===== config.mk =====
export PLATFORM = sky130hd
export DESIGN_NAME = fuzzy_membership_eval_flat
export DESIGN_NICKNAME = d
export VERILOG_FILES = /design/src/rtl/core/fme_pkg.sv /design/src/rtl/core/fme_if.sv /design/src/rtl/core/fme_div_stage.sv /design/src/rtl/core/fuzzy_membership_eval.sv /design/src/flat_wrapper.sv
export SDC_FILE = /design/constraint.sdc
export NUM_CORES = 2
export LEC_CHECK = 0
export BUFFER_PORTS_ARGS = -buffer_cell sky130_fd_sc_hd__clkbuf_2
export CORE_UTILIZATION = 45
export CTS_BUF_LIST = sky130_fd_sc_hd__clkbuf_8
export CTS_CLUSTER_DIAMETER = 100
export DETAILED_ROUTE_END_ITERATION = 12
export GPL_TIMING_DRIVEN = 0
export SETUP_SLACK_MARGIN = 0.1
export SYNTH_ARGS = -nofsm -noshare
export SYNTH_HDL_FRONTEND = slang
export SYNTH_SLANG_ARGS = --single-unit

===== constraint.sdc =====
create_clock -name clock -period 16.6 [get_ports clock]
set_clock_uncertainty 0.2 [all_clocks]
set_input_delay 3.32 -clock clock [delete_from_list [all_inputs] [get_ports clock]]
set_output_delay 3.32 -clock clock [all_outputs]
set_load 0.05 [all_outputs]

===== src/rtl/core/fme_pkg.sv =====
`default_nettype none
// ----------------------------------------------------------------------------
// Fuzzy membership evaluator package
// Shared constants, register indexes and pipeline tag types.
// ----------------------------------------------------------------------------
package fme_pkg;

   localparam int SAMPLE_WIDTH_DEF  = 16;
   localparam int FRACTION_BITS_DEF = 15;
   localparam int CSR_INDEX_WIDTH   = 3;

   typedef enum logic [CSR_INDEX_WIDTH-1:0] {
      REG_SHAPE_MODE = 3'd0,
      REG_POINT_A    = 3'd1,
      REG_POINT_B    = 3'd2,
      REG_POINT_C    = 3'd3,
      REG_POINT_D    = 3'd4
   } fme_reg_type;

   typedef enum logic {
      SHAPE_TRIANGLE  = 1'b0,
      SHAPE_TRAPEZOID = 1'b1
   } fme_shape_type;

   typedef enum logic [1:0] {
      CLS_ZERO  = 2'd0,
      CLS_ONE   = 2'd1,
      CLS_SLOPE = 2'd2
   } fme_cls_type;

   typedef struct packed {
      fme_cls_type cls;
      logic        err;
   } fme_tag_type;

endpackage
`default_nettype wire


===== src/rtl/core/fme_if.sv =====
`default_nettype none
// ----------------------------------------------------------------------------
// Fuzzy membership evaluator channel interfaces
// Valid/ready channels for samples, results and register writes.
// ----------------------------------------------------------------------------
interface fme_req_if #(parameter int SAMPLE_WIDTH = 16);
   logic                    valid;
   logic                    ready;
   logic [SAMPLE_WIDTH-1:0] sample;

   modport source (output valid, output sample, input ready);
   modport sink   (input valid, input sample, output ready);
endinterface

interface fme_rsp_if #(parameter int FRACTION_BITS = 15);
   logic                     valid;
   logic                     ready;
   logic [FRACTION_BITS:0]   degree;
   logic                     order_error;

   modport source (output valid, output degree, output order_error, input ready);
   modport sink   (input valid, input degree, input order_error, output ready);
endinterface

interface fme_csr_if #(parameter int INDEX_WIDTH = 3, parameter int DATA_WIDTH = 16);
   logic                   valid;
   logic                   ready;
   logic [INDEX_WIDTH-1:0] index;
   logic [DATA_WIDTH-1:0]  data;

   modport source (output valid, output index, output data, input ready);
   modport sink   (input valid, input index, input data, output ready);
endinterface
`default_nettype wire


===== src/rtl/core/fme_div_stage.sv =====
`default_nettype none
// ----------------------------------------------------------------------------
// Fuzzy membership divider stage
// One restoring division step with its own valid bit and ready chain.
// ----------------------------------------------------------------------------
module fme_div_stage
   import fme_pkg::*;
#(
   parameter int SAMPLE_WIDTH  = SAMPLE_WIDTH_DEF,
   parameter int FRACTION_BITS = FRACTION_BITS_DEF
) (
   input  wire logic                     clock,
   input  wire logic                     reset,
   input  wire logic                     in_valid,
   output logic                          in_ready,
   input  wire logic [SAMPLE_WIDTH-1:0]  in_rem,
   input  wire logic [SAMPLE_WIDTH-1:0]  in_den,
   input  wire logic [FRACTION_BITS-1:0] in_quo,
   input  wire fme_tag_type              in_tag,
   output logic                          out_valid,
   input  wire logic                     out_ready,
   output logic [SAMPLE_WIDTH-1:0]       out_rem,
   output logic [SAMPLE_WIDTH-1:0]       out_den,
   output logic [FRACTION_BITS-1:0]      out_quo,
   output fme_tag_type                   out_tag
);

   logic                     valid_ff;
   logic [SAMPLE_WIDTH-1:0]  rem_ff, rem_in;
   logic [SAMPLE_WIDTH-1:0]  den_ff;
   logic [FRACTION_BITS-1:0] quo_ff, quo_in;
   fme_tag_type              tag_ff;
   logic [SAMPLE_WIDTH:0]    shifted;
   logic [SAMPLE_WIDTH+1:0]  diff;
   logic                     fits;

   always_comb begin
      shifted = {in_rem, 1'b0};
      diff    = {1'b0, shifted} - {2'b00, in_den};
      fits    = ~diff[SAMPLE_WIDTH+1];
      rem_in  = fits ? diff[SAMPLE_WIDTH-1:0] : shifted[SAMPLE_WIDTH-1:0];
      quo_in  = {in_quo[FRACTION_BITS-2:0], fits};
   end

   assign in_ready = ~valid_ff | out_ready;

   always_ff @(posedge clock) begin
      if (reset) begin
         valid_ff <= 1'b0;
      end else if (in_ready) begin
         valid_ff <= in_valid;
      end
   end

   always_ff @(posedge clock) begin
      if (in_ready && in_valid) begin
         rem_ff <= rem_in;
         den_ff <= in_den;
         quo_ff <= quo_in;
         tag_ff <= in_tag;
      end
   end

   assign out_valid = valid_ff;
   assign out_rem   = rem_ff;
   assign out_den   = den_ff;
   assign out_quo   = quo_ff;
   assign out_tag   = tag_ff;

endmodule
`default_nettype wire


===== src/rtl/core/fuzzy_membership_eval.sv =====
`default_nettype none
// ----------------------------------------------------------------------------
// Fuzzy membership evaluator
// Triangular or trapezoidal membership of a signed sample, Q1.FRACTION_BITS.
// ----------------------------------------------------------------------------
// A sample beat passes the sample, classify and numerator/denominator registers,
// the divider stages (one quotient bit per stage) and the result register.
// Throughput: one beat per cycle unless rsp_ch stalls; every stage has its own
// valid bit, so empty stages keep filling while a result waits at the output.
// Reset clears all valid bits and sets every breakpoint register and the mode
// to zero.
module fuzzy_membership_eval
   import fme_pkg::*;
#(
   parameter int SAMPLE_WIDTH  = SAMPLE_WIDTH_DEF,
   parameter int FRACTION_BITS = FRACTION_BITS_DEF
) (
   input  wire logic clock,
   input  wire logic reset,
   fme_req_if.sink   req_ch,
   fme_rsp_if.source rsp_ch,
   fme_csr_if.sink   csr_ch
);

   localparam int W = SAMPLE_WIDTH;
   localparam int F = FRACTION_BITS;

   fme_shape_type       shape_mode_ff;
   logic signed [W-1:0] point_a_ff, point_b_ff, point_c_ff, point_d_ff;

   assign csr_ch.ready = 1'b1;

   always_ff @(posedge clock) begin
      if (reset) begin
         shape_mode_ff <= SHAPE_TRIANGLE;
         point_a_ff    <= '0;
         point_b_ff    <= '0;
         point_c_ff    <= '0;
         point_d_ff    <= '0;
      end else if (csr_ch.valid) begin
         unique case (fme_reg_type'(csr_ch.index))
            REG_SHAPE_MODE: shape_mode_ff <= fme_shape_type'(csr_ch.data[0]);
            REG_POINT_A:    point_a_ff    <= csr_ch.data;
            REG_POINT_B:    point_b_ff    <= csr_ch.data;
            REG_POINT_C:    point_c_ff    <= csr_ch.data;
            REG_POINT_D:    point_d_ff    <= csr_ch.data;
            default: begin
            end
         endcase
      end
   end

   logic                s0_valid_ff, s0_ready;
   logic signed [W-1:0] s0_x_ff;

   logic                s1_valid_ff, s1_ready;
   logic signed [W-1:0] s1_x_ff;
   fme_tag_type         s1_tag_ff, s1_tag_in;
   logic                s1_left_ff, s1_left_in;

   logic                s2_valid_ff, s2_ready;
   logic [W-1:0]        s2_num_ff, s2_num_in;
   logic [W-1:0]        s2_den_ff, s2_den_in;
   fme_tag_type         s2_tag_ff;

   logic                div_valid [0:F];
   logic                div_ready [0:F];
   logic [W-1:0]        div_rem   [0:F];
   logic [W-1:0]        div_den   [0:F];
   logic [F-1:0]        div_quo   [0:F];
   fme_tag_type         div_tag   [0:F];

   logic                out_ready;
   logic                rsp_valid_ff;
   logic [F:0]          rsp_degree_ff, rsp_degree_in;
   logic                rsp_err_ff;

   assign s0_ready     = ~s0_valid_ff | s1_ready;
   assign s1_ready     = ~s1_valid_ff | s2_ready;
   assign s2_ready     = div_ready[0];
   assign out_ready    = ~rsp_valid_ff | rsp_ch.ready;
   assign req_ch.ready = s0_ready;

   always_ff @(posedge clock) begin
      if (reset) begin
         s0_valid_ff <= 1'b0;
      end else if (s0_ready) begin
         s0_valid_ff <= req_ch.valid;
      end
   end

   always_ff @(posedge clock) begin
      if (s0_ready && req_ch.valid) begin
         s0_x_ff <= req_ch.sample;
      end
   end

   always_comb begin
      s1_tag_in.err = 1'b0;
      s1_tag_in.cls = CLS_ZERO;
      s1_left_in    = (s0_x_ff < point_b_ff);
      if (shape_mode_ff == SHAPE_TRIANGLE) begin
         if (!(point_a_ff <= point_b_ff && point_b_ff <= point_c_ff)) begin
            s1_tag_in.err = 1'b1;
         end else if (s0_x_ff == point_b_ff) begin
            s1_tag_in.cls = CLS_ONE;
         end else if (s0_x_ff <= point_a_ff || s0_x_ff >= point_c_ff) begin
            s1_tag_in.cls = CLS_ZERO;
         end else begin
            s1_tag_in.cls = CLS_SLOPE;
         end
      end else begin
         if (!(point_a_ff <= point_b_ff && point_b_ff <= point_c_ff &&
               point_c_ff <= point_d_ff)) begin
            s1_tag_in.err = 1'b1;
         end else if (s0_x_ff >= point_b_ff && s0_x_ff <= point_c_ff) begin
            s1_tag_in.cls = CLS_ONE;
         end else if (s0_x_ff < point_a_ff || s0_x_ff >= point_d_ff) begin
            s1_tag_in.cls = CLS_ZERO;
         end else begin
            s1_tag_in.cls = CLS_SLOPE;
         end
      end
   end

   always_ff @(posedge clock) begin
      if (reset) begin
         s1_valid_ff <= 1'b0;
      end else if (s1_ready) begin
         s1_valid_ff <= s0_valid_ff;
      end
   end

   always_ff @(posedge clock) begin
      if (s1_ready && s0_valid_ff) begin
         s1_x_ff    <= s0_x_ff;
         s1_tag_ff  <= s1_tag_in;
         s1_left_ff <= s1_left_in;
      end
   end

   logic signed [W:0] hi_ext, lo_ext, foot_ext, x_ext, num_ext, den_ext;

   always_comb begin
      x_ext = {s1_x_ff[W-1], s1_x_ff};
      if (s1_left_ff) begin
         hi_ext   = {point_b_ff[W-1], point_b_ff};
         lo_ext   = {point_a_ff[W-1], point_a_ff};
         num_ext  = x_ext - lo_ext;
         foot_ext = lo_ext;
      end else if (shape_mode_ff == SHAPE_TRIANGLE) begin
         hi_ext   = {point_c_ff[W-1], point_c_ff};
         lo_ext   = {point_b_ff[W-1], point_b_ff};
         num_ext  = hi_ext - x_ext;
         foot_ext = lo_ext;
      end else begin
         hi_ext   = {point_d_ff[W-1], point_d_ff};
         lo_ext   = {point_c_ff[W-1], point_c_ff};
         num_ext  = hi_ext - x_ext;
         foot_ext = lo_ext;
      end
      den_ext   = hi_ext - foot_ext;
      s2_num_in = num_ext[W-1:0];
      s2_den_in = den_ext[W-1:0];
   end

   always_ff @(posedge clock) begin
      if (reset) begin
         s2_valid_ff <= 1'b0;
      end else if (s2_ready) begin
         s2_valid_ff <= s1_valid_ff;
      end
   end

   always_ff @(posedge clock) begin
      if (s2_ready && s1_valid_ff) begin
         s2_num_ff <= s2_num_in;
         s2_den_ff <= s2_den_in;
         s2_tag_ff <= s1_tag_ff;
      end
   end

   assign div_valid[0] = s2_valid_ff;
   assign div_rem[0]   = s2_num_ff;
   assign div_den[0]   = s2_den_ff;
   assign div_quo[0]   = '0;
   assign div_tag[0]   = s2_tag_ff;
   assign div_ready[F] = out_ready;

   for (genvar k = 0; k < F; k++) begin : g_div
      fme_div_stage #(
         .SAMPLE_WIDTH  (W),
         .FRACTION_BITS (F)
      ) u_stage (
         .clock     (clock),
         .reset     (reset),
         .in_valid  (div_valid[k]),
         .in_ready  (div_ready[k]),
         .in_rem    (div_rem[k]),
         .in_den    (div_den[k]),
         .in_quo    (div_quo[k]),
         .in_tag    (div_tag[k]),
         .out_valid (div_valid[k+1]),
         .out_ready (div_ready[k+1]),
         .out_rem   (div_rem[k+1]),
         .out_den   (div_den[k+1]),
         .out_quo   (div_quo[k+1]),
         .out_tag   (div_tag[k+1])
      );
   end

   always_comb begin
      case (div_tag[F].cls)
         CLS_ONE:   rsp_degree_in = {1'b1, {F{1'b0}}};
         CLS_SLOPE: rsp_degree_in = {1'b0, div_quo[F]};
         default:   rsp_degree_in = '0;
      endcase
      if (div_tag[F].err) begin
         rsp_degree_in = '0;
      end
   end

   always_ff @(posedge clock) begin
      if (reset) begin
         rsp_valid_ff <= 1'b0;
      end else if (out_ready) begin
         rsp_valid_ff <= div_valid[F];
      end
   end

   always_ff @(posedge clock) begin
      if (out_ready && div_valid[F]) begin
         rsp_degree_ff <= rsp_degree_in;
         rsp_err_ff    <= div_tag[F].err;
      end
   end

   assign rsp_ch.valid       = rsp_valid_ff;
   assign rsp_ch.degree      = rsp_degree_ff;
   assign rsp_ch.order_error = rsp_err_ff;

endmodule
`default_nettype wire

===== src/flat_wrapper.sv =====
// flat-port wrapper written by rule: the top's interface ports become plain ports
module fuzzy_membership_eval_flat import fme_pkg::*;
#(
   parameter int SAMPLE_WIDTH  = SAMPLE_WIDTH_DEF,
   parameter int FRACTION_BITS = FRACTION_BITS_DEF
)
  (clock, reset, req_ch_valid, req_ch_sample, req_ch_ready, rsp_ch_valid, rsp_ch_degree, rsp_ch_order_error, rsp_ch_ready, csr_ch_valid, csr_ch_index, csr_ch_data, csr_ch_ready);
  fme_req_if #(.SAMPLE_WIDTH(SAMPLE_WIDTH)) req_ch_i ();
  fme_rsp_if #(.FRACTION_BITS(FRACTION_BITS)) rsp_ch_i ();
  fme_csr_if csr_ch_i ();
  input  wire logic clock;
  input  wire logic reset;
  input wire logic [$bits(req_ch_i.valid)-1:0] req_ch_valid;
  input wire logic [$bits(req_ch_i.sample)-1:0] req_ch_sample;
  output wire logic [$bits(req_ch_i.ready)-1:0] req_ch_ready;
  output wire logic [$bits(rsp_ch_i.valid)-1:0] rsp_ch_valid;
  output wire logic [$bits(rsp_ch_i.degree)-1:0] rsp_ch_degree;
  output wire logic [$bits(rsp_ch_i.order_error)-1:0] rsp_ch_order_error;
  input wire logic [$bits(rsp_ch_i.ready)-1:0] rsp_ch_ready;
  input wire logic [$bits(csr_ch_i.valid)-1:0] csr_ch_valid;
  input wire logic [$bits(csr_ch_i.index)-1:0] csr_ch_index;
  input wire logic [$bits(csr_ch_i.data)-1:0] csr_ch_data;
  output wire logic [$bits(csr_ch_i.ready)-1:0] csr_ch_ready;
  assign req_ch_i.valid = req_ch_valid;
  assign req_ch_i.sample = req_ch_sample;
  assign req_ch_ready = req_ch_i.ready;
  assign rsp_ch_valid = rsp_ch_i.valid;
  assign rsp_ch_degree = rsp_ch_i.degree;
  assign rsp_ch_order_error = rsp_ch_i.order_error;
  assign rsp_ch_i.ready = rsp_ch_ready;
  assign csr_ch_i.valid = csr_ch_valid;
  assign csr_ch_i.index = csr_ch_index;
  assign csr_ch_i.data = csr_ch_data;
  assign csr_ch_ready = csr_ch_i.ready;
  fuzzy_membership_eval #(.SAMPLE_WIDTH(SAMPLE_WIDTH), .FRACTION_BITS(FRACTION_BITS)) u_core (.clock(clock), .reset(reset), .req_ch(req_ch_i), .rsp_ch(rsp_ch_i), .csr_ch(csr_ch_i));
endmodule

# ---- Word-level counts from Yosys, hierarchy flattened
# Cells that the tools add are included.
dict set report totals {
  ff_bits 785
  latch_bits 0
  ramBits 0
  romBits 0
  input_bits 40
  out_inout_bits 20
  wordCells 269
  mem_count 0
}
dict set report classes {
  add_sub_neg 19
  mul 0
  div 0
  magnitude_cmp 10
  eq_ne 7
  n_shift 0
  mux 30
  bitwise_logic 51
  reduce_logical 30
}
# operator n
set ops {}
lappend ops {{two-way mux 16 bit} 20}
lappend ops {{subtractor 17 x 16 -> 18 bit} 15}
lappend ops {{less-or-equal comparator 16 bit} 5}
lappend ops {{subtractor 16 bit} 4}
lappend ops {{greater-or-equal comparator 16 bit} 3}
lappend ops {{inverter 1 bit} 33}
lappend ops {{less-than comparator 16 bit} 2}
lappend ops {{case mux 16 bit (2 select lines)} 1}
lappend ops {{logical AND 1 bit} 22}
lappend ops {{bitwise OR 1 bit} 18}
lappend ops {{== test 16 bit} 1}
lappend ops {{two-way mux 2 bit} 6}
lappend ops {{AND reduction 2 bit} 5}
lappend ops {{== test 3 x 2 -> 1 bit (second input constant)} 2}
lappend ops {{== test 3 x 1 -> 1 bit (second input constant)} 1}
lappend ops {{== test 3 bit (second input constant)} 1}
lappend ops {{zero test 3 bit} 1}
lappend ops {{two-way mux 3 bit} 1}
lappend ops {{== test 2 x 1 -> 1 bit (second input constant)} 1}
lappend ops {{== test 2 bit (second input constant)} 1}
lappend ops {{logical OR 1 bit} 2}
lappend ops {{two-way mux 1 bit} 2}

# ---- Logic depth before layout (Yosys ltp)
dict set report depth {
  word_depth 20
  depth_mapped 17
  mapped_depth_nobuf 15
}

# ---- Modules after synthesis
# From an unflattened synthesis, not the netlist that was laid out.
dict set report unflattened {
  hier_cells 4339
  hier_area_um2 50913.8
}
# mod instances cells_each area_per_inst_um2 seq_area_each_um2
set modules_own_cells {}
lappend modules_own_cells {fme_div_stage 15 207 2665.1 1521.5}
lappend modules_own_cells {fuzzy_membership_eval 1 1234 10938.0 4023.9}

# ---- Worst setup path after synthesis
# No wires, ideal clock.
dict set report synth_timing {
  kind {input port to output port}
  startpoint {input port rsp_ch_ready}
  endpoint {output port req_ch_ready}
  arrival_time_ns 5.122
  required_ns 13.080
  setup_slack_ns 7.958
  cell_stages 8
  path_buffers 0
  path_cell_list {nor2b_2 -> and3_2 -> and3_1 -> and2_1 -> and4_1 -> nand3_1 -> nor2_2 -> nand3_1}
}
dict set report synth_via {
  elab_chain_cells 18
}
# item line
set synth_rtl {}
lappend synth_rtl {{from (decl)} flat_wrapper.sv:19} ;# input wire logic [$bits(rsp_ch_i.ready)-1:0] rsp_ch_ready;
lappend synth_rtl {{bitwise OR 1 bit} fuzzy_membership_eval.sv:81} ;# assign out_ready = ~rsp_valid_ff | rsp_ch.ready;
lappend synth_rtl {{bitwise OR 1 bit (15 in a row)} fme_div_stage.sv:45} ;# assign in_ready = ~valid_ff | out_ready;
lappend synth_rtl {{bitwise OR 1 bit} fuzzy_membership_eval.sv:79} ;# assign s1_ready = ~s1_valid_ff | s2_ready;
lappend synth_rtl {{bitwise OR 1 bit} fuzzy_membership_eval.sv:78} ;# assign s0_ready = ~s0_valid_ff | s1_ready;
lappend synth_rtl {{to (decl)} flat_wrapper.sv:15} ;# output wire logic [$bits(req_ch_i.ready)-1:0] req_ch_ready;
# Every way passes these cells.

# ---- Worst setup path after layout
# Ends and elaborated chain as after synthesis.

==> results.toml <==
[outcome]
outcome = "finished clean"

[sta]
min_period_over_period_pct = 57.30
achievable-frequency_mhz = 105.1
number_of_failing_setup_endpoints_in_the_final_timing_report = 0
rsz0062_at_grt = "false"
worstMarginPinSlew_ns = 0.9626
totalNegativeSetupSlack_ns = 0
period_needed_ns = 9.512
slew-limit-headroom_pct = 35.69
report.final.hold_viol_count = 0
timing_max_transition_violations_final = 0

[worst_setup_path]
cp_data_required_time_ns = 13.08
critical_path_peak_fanout = 8
timing.reg2reg.setup_slack_ns = 11.38
critPathArrivalTime_ns = 5.99
critPathLaunchType = "primary input"
worst_setup_end_kind = "output pin"
critical_path_class = "primary input to output pin"

[clock_network]
cts_tree = "done"
clockRootBuffer = "clkbuf_8"
cts_setup_buffers = 0
ctsHoldBuffers = 0
clock_sink_count = 785
clk_transition_reported_paths_ns = 0.06
post_cts.resized_instances = 0
clock_latency_ns = 0.83
ctsLongestPathBuffers = 3
cts_max_level = 4
numCtsBuffers = 138

[synth]
syn-cell-area_um2 = 43200
yosysUniqueCellTypes = 80
synthesis.area_per_instance_um2 = 11.49
share_of_the_synthesized_area_in_compound_gates_ao_oa_aoi_oai_pct = 11.45
yosysWarnings = 0
ys_dominant_reg_cell = "edfxtp_1"
synth_area_in_xor_xnor_pct = 3.690
synth-seq-area-share_pct = 52.62
synth.area.mux_share_pct = 5.842
async_flop_share_pct = 0
synth-adder-area-share_pct = 11.85
synth_simple_gate_area_share_pct = 10.13
synthCells = 3758
yosys_register_bits = 785
synth_edf_count = 701
synth_fp_nets = 4197
synth_top_family_by_area = "adder cells"

[detailed_routing]
dr.first_iter.drc_count = 1334
drtPass1Iterations = 5
routed_wirelength_um = 89030
count_of_vias_placed_by_the_detailed_router = 27840
ant_nets = 0
route.detailed.vias_per_inst = 5.209
drc_errors = 0
wl_per_cell_um = 16.66

[global_routing]
first_global_vias = 27930
congestion_overflow_gr = 0
wire_length_of_the_first_global_routing_pass_um = 143400
grt_start_max_net_pins = 37
grt_antenna_before_repair = 1
groute.usage.overall_pct = 18.51

[power_and_ir_drop]
p_leak_nw = 18.82
cellPowerDensity_nw_per_um2 = 85.71
ir_drop_mv = 0.08679

[finish]
num-fill-cells = 8483
final_cell_mix = "edfxtp_1 (701), inv_1 (466), ha_1 (382), nor2_1 (313), nand2_1 (285)"
net_count_reported_at_finish = 4412
layout-drive-gt1-share_pct = 12.19
instances_no_fill = 5344
area_growth_syn_to_layout_pct = 11.68
most_common_library_cell_in_the_layout_ignoring_fill_and_taps = "edfxtp_1"

[placed_design]
gp_routability_congestion = 0.8888
dp.cells = 5098
port_buffers = 57
dp_hpwl_um = 69260

[floorplanning]
initial_core_util_pct = 45.47
num_rows = 113
vertical_die_dimension_um = 311.8
floorplan.die.width_um = 311.8
i_o_pin_count = 60
fp.coreArea_um2 = 95010
floorplan.die_area_um2 = 97240

[flow_run]
maxCapViolations = 0

[worst_hold_path]
min-delay-path-class = "flop to flop"
worst paths after layout:
| kind | start | endpoint | cells after the start |
|---|---|---|---|
| worst max-delay path | rsp_ch_ready | req_ch_ready | 10 |
| worst min register to register | u_core.s1_tag_ff[1] | u_core.div_tag[46] | 0 |
| worst min-delay path | u_core.s1_tag_ff[1] | u_core.div_tag[46] | 0 |
| worst max register to register | u_core.shape_mode_ff | u_core.s2_den_ff[14] | 16 |
state kept, by name, summed over array words and instances (netlist names), 16 cells and up:
name / count
u_core.g_div.u_stage.out_tag: 45
u_core.s0_x_ff: 16
u_core.point_b_ff: 16
u_core.point_a_ff: 16
u_core.g_div.u_stage.out_den: 224
u_core.g_div.u_stage.out_quo: 120
u_core.g_div.u_stage.out_rem: 224
u_core.rsp_ch.degree: 16
u_core.s2_num_ff: 16
u_core.s1_x_ff: 16
u_core.point_d_ff: 16
u_core.s2_den_ff: 16
u_core.point_c_ff: 16
cell type report:
| type | instances | area, um^2 | area share, % |
|---|---|---|---|
| sequential | 785 | 22730 | 47.12 |
| multi-input combinational | 2500 | 18730 | 38.81 |
| clock buffer | 140 | 1927 | 3.994 |
| tap | 1265 | 1583 | 3.281 |
| inverter | 418 | 1569 | 3.252 |
| clock inverter | 105 | 738.2 | 1.530 |
| timing repair buffer | 75 | 634.4 | 1.315 |
| buffer | 55 | 334.1 | 0.6924 |
| antenna | 1 | 2.502 | 0.005187 |
layer usage:
metal	vias up	part of all wire, %	track usage (%)
li1	14020	-	-
met1	13180	42	21.43
met2	446	51	33.36
met3	195	3.8	3.461
met4	0	3.4	7.643
met5	-	0	0
cells in the mapped netlist (29+ instances only):
cell,count,share of area (%)
ha_1,382,11
mux2_4,56,1.9
mux2_2,110,2.9
o21a_1,75,1.3
o21ai_0,97,1.1
edfxtp_1,701,49
xor2_1,44,0.89
nand3_1,61,0.71
mux2i_1,41,0.95
dfxtp_1,84,3.9
inv_1,418,3.6
nor3_1,65,0.75
xnor2_1,138,2.8
clkbuf_1,31,0.27
a21o_1,53,0.92
nor2_1,313,2.7
nor2b_1,61,0.88
nand4_1,29,0.42
nand2_1,285,2.5
a21oi_1,263,3.0
o21ai_1,37,0.43
kinds of logic (layout without fill, tap and decap cells):
family                   after synthesis  after routing
multiplexers                         210            210
XOR/XNOR                             182            182
flip-flops                           785            785
AND/OR/NAND/NOR                      954            954
buffers and inverters                473            793
adder cells (fa/ha/maj)              399            399
other                                  1              2
AO/OA/AOI/OAI                        754            754
per-stage QoR:
step	total power, mW	util, %	worst slack, ns	hold WS, ns	instance area (um^2)
global placement	2.440	47.43	6.802	0.2021	45070
global route	4.310	50.78	6.827	0.1888	48250
CTS	4.196	50.78	7.064	0.1779	48240
detailed placement	2.443	47.97	7.078	0.2045	45580
finish	4.135	50.78	7.088	0.1936	48250
floorplan	2.371	-	7.958	0.2003	43200
worst max-delay path, cell delays in order:
cell	delay [ns]
clkbuf_2	0.09
nor2b_2	0.21
and3_2	0.31
and3_1	0.28
and2_1	0.24
and4_1	0.48
nand3_1	0.17
nor2_2	0.42
nand3_1	0.19
clkbuf_2	0.27
power by group:
group	internal [mW]	leakage [nW]	switching, mW	total (mW)
logic	0.0996	10.3	0.135	0.235
clock network	0.899	1.52	0.830	1.73
registers	2.15	6.99	0.0197	2.17
total	3.15	18.8	0.985	4.14
Power figures use the tool's default switching activity.
